**src/bfsp_pkg.sv**
```systemverilog
// Shared types and constants for the bit field stream packer.
package bfsp_pkg;

   localparam int unsigned MaxFieldBits = 8;
   localparam int unsigned QueueDepth   = 4;
   localparam int unsigned QueuePtrBits = $clog2(QueueDepth);

   typedef logic [7:0] byte_type;

   // One packed byte with its end-of-block mark.
   typedef struct packed {
      logic     eob;
      byte_type data;
   } out_entry_type;

   // What one component produces: up to two bytes and the next fill state.
   typedef struct packed {
      logic [1:0]    count;
      out_entry_type first;
      out_entry_type second;
      byte_type      partial_next;
      logic [2:0]    fill_next;
   } merge_result_type;

endpackage

```
**src/bfsp_merge.sv**
```systemverilog
// Shift-and-merge of one component into the partial byte.
module bfsp_merge
   import bfsp_pkg::*;
(
   input  byte_type         partial_byte,
   input  logic [2:0]       bit_fill,
   input  byte_type         value,
   input  logic [3:0]       width,
   input  logic             last,
   output merge_result_type result
);

   logic [3:0]  w_sat;
   logic [3:0]  room;
   logic [3:0]  k;
   logic [3:0]  rem;
   logic [3:0]  fill_sum;
   logic [8:0]  low_mask;
   logic [8:0]  rem_mask;
   logic [8:0]  low_bits;
   logic [8:0]  high_bits;
   logic [15:0] low_shifted;
   logic [15:0] high_shifted;
   byte_type    merged;
   byte_type    partial_new;
   logic [2:0]  fill_new;
   logic        complete;
   logic        flush;

   always_comb begin
      w_sat    = (width > 4'(MaxFieldBits)) ? 4'(MaxFieldBits) : width;
      room     = 4'd8 - {1'b0, bit_fill};
      k        = (w_sat < room) ? w_sat : room;
      rem      = w_sat - k;
      low_mask = (9'd1 << k) - 9'd1;
      rem_mask = (9'd1 << rem) - 9'd1;
      low_bits = {1'b0, value} & low_mask;
      high_bits = ({1'b0, value} >> k) & rem_mask;

      // low part lands just under the bits already filled
      low_shifted  = {7'd0, low_bits} << (room - k);
      high_shifted = {7'd0, high_bits} << (4'd8 - rem);
      merged       = partial_byte | low_shifted[7:0];
      fill_sum     = {1'b0, bit_fill} + k;
      complete     = fill_sum[3];

      if (complete) begin
         partial_new = (rem != 4'd0) ? high_shifted[7:0] : 8'd0;
         fill_new    = rem[2:0];
      end else begin
         partial_new = merged;
         fill_new    = fill_sum[2:0];
      end

      flush = last && (fill_new != 3'd0);

      result.count        = {1'b0, complete} + {1'b0, flush};
      result.first.data   = complete ? merged : partial_new;
      result.first.eob    = last && !(complete && flush);
      result.second.data  = partial_new;
      result.second.eob   = last;
      result.partial_next = last ? 8'd0 : partial_new;
      result.fill_next    = last ? 3'd0 : fill_new;
   end

endmodule

```
**src/bit_field_stream_packer_core.sv**
```systemverilog
// Top level: variable-width bit packer, components to MSB-first bytes.
// A request's bytes are registered into the result queue when it is accepted, behind any bytes still waiting there.
// Throughput: one request per cycle while req_tready is high; a request yields 0 to 2 bytes and the
// output drains one byte per cycle while rsp_tready is high through a 4-entry result queue, so
// sustained input rate is bounded by the byte rate of the rsp side.
// Reset clears the fill state and empties the result queue.
module bit_field_stream_packer_core
   import bfsp_pkg::*;
(
   input  logic        clock,
   input  logic        reset,
   input  logic        req_tvalid,
   output logic        req_tready,
   input  logic [15:0] req_tdata,  // [7:0] value, [11:8] width, [15:12] zero
   input  logic        req_tlast,  // last
   output logic        rsp_tvalid,
   input  logic        rsp_tready,
   output logic [7:0]  rsp_tdata,  // [7:0] out_byte
   output logic        rsp_tlast   // end_of_block
);

   byte_type                partial_ff, partial_in;
   logic [2:0]              fill_ff, fill_in;
   out_entry_type           queue_ff [QueueDepth];
   logic [QueuePtrBits-1:0] head_ff, head_in;
   logic [QueuePtrBits-1:0] tail_ff, tail_in;
   logic [QueuePtrBits:0]   count_ff, count_in;
   merge_result_type        merge;
   logic                    req_fire;
   logic                    rsp_fire;
   out_entry_type           head_entry;

   bfsp_merge u_merge (
      .partial_byte (partial_ff),
      .bit_fill     (fill_ff),
      .value        (req_tdata[7:0]),
      .width        (req_tdata[11:8]),
      .last         (req_tlast),
      .result       (merge)
   );

   // room for the worst case of two bytes
   assign req_tready = (count_ff <= (QueuePtrBits+1)'(QueueDepth - 2));
   assign req_fire   = req_tvalid && req_tready;
   assign rsp_tvalid = (count_ff != '0);
   assign rsp_fire   = rsp_tvalid && rsp_tready;
   assign head_entry = queue_ff[head_ff];
   assign rsp_tdata  = head_entry.data;
   assign rsp_tlast  = head_entry.eob;

   always_comb begin
      partial_in = partial_ff;
      fill_in    = fill_ff;
      head_in    = head_ff;
      tail_in    = tail_ff;
      count_in   = count_ff;
      if (req_fire) begin
         partial_in = merge.partial_next;
         fill_in    = merge.fill_next;
         tail_in    = tail_ff + QueuePtrBits'(merge.count);
         count_in   = count_in + (QueuePtrBits+1)'(merge.count);
      end
      if (rsp_fire) begin
         head_in  = head_ff + QueuePtrBits'(1);
         count_in = count_in - (QueuePtrBits+1)'(1);
      end
   end

   always_ff @(posedge clock) begin
      if (reset) begin
         partial_ff <= '0;
         fill_ff    <= '0;
         head_ff    <= '0;
         tail_ff    <= '0;
         count_ff   <= '0;
      end else begin
         partial_ff <= partial_in;
         fill_ff    <= fill_in;
         head_ff    <= head_in;
         tail_ff    <= tail_in;
         count_ff   <= count_in;
      end
   end

   always_ff @(posedge clock) begin
      if (req_fire && (merge.count != 2'd0)) begin
         queue_ff[tail_ff] <= merge.first;
      end
      if (req_fire && (merge.count == 2'd2)) begin
         queue_ff[tail_ff + QueuePtrBits'(1)] <= merge.second;
      end
   end

endmodule
```
**config.mk**
```make
export PLATFORM = sky130hd
export DESIGN_NAME = bit_field_stream_packer_core
export DESIGN_NICKNAME = d
export VERILOG_FILES = /design/src/bfsp_pkg.sv /design/src/bfsp_merge.sv /design/src/bit_field_stream_packer_core.sv
export SDC_FILE = /design/constraint.sdc
export NUM_CORES = 1
export LEC_CHECK = 0
export BUFFER_PORTS_ARGS = -buffer_cell sky130_fd_sc_hd__buf_2
export CAP_MARGIN = 10
export CORE_ASPECT_RATIO = 0.7
export CORE_MARGIN = 5
export CORE_UTILIZATION = 50
export CTS_CLUSTER_DIAMETER = 80
export DETAILED_ROUTE_END_ITERATION = 12
export GPL_ROUTABILITY_DRIVEN = 0
export PLACE_DENSITY = 0.7
export SYNTH_ARGS = -nofsm -noshare
export SYNTH_HDL_FRONTEND = slang
export SYNTH_SLANG_ARGS = --single-unit
```
**constraint.sdc**
```tcl
create_clock -name clock -period 6.37 [get_ports clock]
set_clock_uncertainty 0.2 [all_clocks]
set_input_delay 0.9555 -clock clock [delete_from_list [all_inputs] [get_ports clock]]
set_output_delay 0.9555 -clock clock [all_outputs]
set_load 0.05 [all_outputs]
```
==> flow_summary.yaml <==
status:
  status: "finished clean"
synth:
  syn_nets: 667
  synthFlopType: "edfxtp_1"
  synthArstFlopShare: 0
  ys_seq_area_frac: 0.278
  syn_inst: 620
  yosys_warnings: 0
  ys_types: 95
  synth_edf_count: 36
  syn_area_per_cell_um2: 8.61
  ys_ff_latch: 56
  syn_area_mm2: 0.00534
sta:
  fin_crit_ns: 6.09
  setup_viol: 0
  relSlewSlack: 0.353
  finalMaxSlewViolations: 0
  rsz0062_at_grt: "no"
  tightest_slew_ns: 0.966
  finalCritPeriodShare: 0.956
  setup_ws_ns: 0.283
  fmax_ghz: 0.164
  hold_viol_final: 0
  tns_ns: 0
global_routing:
  antenna_found_initial: 0
  grt.overflow.total: 0
  first_global_vias: 4835
  grt_max_degree: 27
  grt_pass1_wl_um: 25400
  track_usage: 0.247
detailed_routing:
  vias: 5224
  drc: 0
  routedWlPerCell_um: 20.0
  initialDrtViolationCount: 777
  route.met2.wl_um: 6640
  first_pass_iters: 6
  route.met3.wl_um: 1880
  top_layer: "met4"
  drtAntennaViolNets: 0
  wirelength_um: 15800
  viasPerCell: 6.61
  met1_length_um: 7220
layout:
  nets: 704
  diodes: 0
  most-common-layout-cells: "nand2_1 (58), nor2_1 (57), buf_4 (40)"
  final_core_util: 0.572
  layout-drive-gt1-share: 0.208
  final_area_mm2: 0.00594
  layout_commonest_cell: "nand2_1"
  syn_to_final_growth_pct: 11.3
cts:
  cts_inserted_buffers: 5
  htree_levels: 2
  ctsLongestPathBuffers: 2
  clk_pin_slew_ns: 0.07
  cts.sinks: 56
  root_buffer: "clkbuf_16"
  cts_tree: "done"
  hold_buffers: 0
  clk_latency_ns: 0.29
floorplanning:
  die_h_um: 96.4
  core_mm2: 0.0104
  rows: 31
  die_w_um: 133
  boundaryPins: 32
  die_area_mm2: 0.0129
  initial_utilization: 0.513
setup_path:
  arrival_ns: 6.05
  timing.setup.critical_path_class: "flip-flop to flip-flop"
  slowest_stage: "or4_4"
  r2r_end: "queue_ff[0][4]"
  worstSetupEndpointType: "flip-flop"
  required_ns: 6.33
  r2r_slack_ns: 0.28
  path_max_fanout: 5
  crit_top_cell: "ha_1"
  startpoint_type: "flip-flop"
  cp_slowest_stage_delay_ns: 0.53
  ff2ff_path_depth: 25
  r2r_start: "fill_ff[0]"
run:
  drv_cap: 0
placed_design:
  port-buffer-count: 27
  dp_slack_ns: -0.0223
  hpwl_um: 12100
  post_dp_cell_area_mm2: 0.00573
hold_path:
  whs_endpoint: "partial_ff[3]"
  hold_path_class: "flip-flop to flip-flop"
  holdPathStages: 2
  worstHoldStart: "partial_ff[3]"
==> kinds of logic after synthesis <==
| logic type | synth area share |
|---|---|
| simple gates | 0.203 |
| mux | 0.106 |
| fa+ha+maj | 0.0624 |
| flops | 0.278 |
| compound gates | 0.266 |
| buf+inv | 0.0591 |
| xor+xnor | 0.0260 |
==> worst max-delay path: cells and delay by family (launching register included) <==
| family | cells | cell delay [ns] |
|---|---|---|
| simple gates | 5 | 1.08 |
| fa+ha+maj | 6 | 1.43 |
| mux | 1 | 0.21 |
| xor+xnor | 2 | 0.41 |
| buf+inv | 6 | 0.77 |
| flops | 1 | 0.40 |
| compound gates | 5 | 1.42 |
==> worst max path at each step <==
stage | to | from | slack [ns] | cells past startpoint
floorplan | count_ff[1] | req_tdata[11] | 0.02 | 28
global placement | queue_ff[2][5] | req_tdata[11] | 0.06 | 22
detailed placement | queue_ff[0][5] | req_tdata[11] | -0.02 | 21
CTS | queue_ff[0][5] | fill_ff[0] | 0.12 | 24
global route | count_ff[1] | fill_ff[2] | 0.03 | 25
finish | queue_ff[0][4] | fill_ff[0] | 0.28 | 25
==> synthesized netlist by cell type, types with 9 or more instances <==
cell type	n	share of area
nand2_1	59	0.042
nor2_1	57	0.040
a21oi_1	37	0.035
edfxtp_1	36	0.20
inv_1	31	0.022
ha_1	25	0.059
o21ai_0	23	0.022
dfxtp_1	20	0.075
clkbuf_1	19	0.013
nor3_1	19	0.018
mux2i_1	18	0.034
a31oi_1	17	0.020
mux2_2	16	0.034
nand3_1	16	0.015
o211ai_1	16	0.023
xnor2_1	12	0.020
nand4_1	10	0.012
mux4_2	9	0.038
nor2b_1	9	0.011
or3_1	9	0.011
==> layer usage <==
| metal | up-vias | GRT usage |
|---|---|---|
| li1 | 2433 | - |
| met1 | 2457 | 0.370 |
| met2 | 322 | 0.370 |
| met3 | 12 | 0.0580 |
| met4 | 0 | 0.0385 |
| met5 | - | 0 |
==> per-stage QoR <==
step,hold slack (ns),std cells
floorplan,0.231,620
global placement,0.241,779
detailed placement,0.257,779
CTS,0.266,787
global route,0.298,790
finish,0.265,790
==> area by class of cell <==
cell class / count / area, um2
multi-input combinational: 495 / 3590
clock inverter: 3 / 26.3
inverter: 32 / 121
timing repair buffer: 67 / 435
sequential: 56 / 1480
tap: 132 / 165
fill: 947 / 4450
clock buffer: 5 / 125
==> registers in the layout, summed over array words and instances (netlist names), named ones only <==
register	count
count_ff	3
fill_ff	3
head_ff	2
partial_ff	8
queue_ff	36
tail_ff	2
==> repair_timing <==
item | in CTS | in global routing
resized for setup | 0 | 9
endpoints found under the hold margin | 0 | 0
buffers inserted | 0 | 3
setup endpoints to repair | 0 | 29
Power is left out: the tool's default activity adds up to more than one toggle a clock period on the data nets, which glitch-free logic cannot reach.
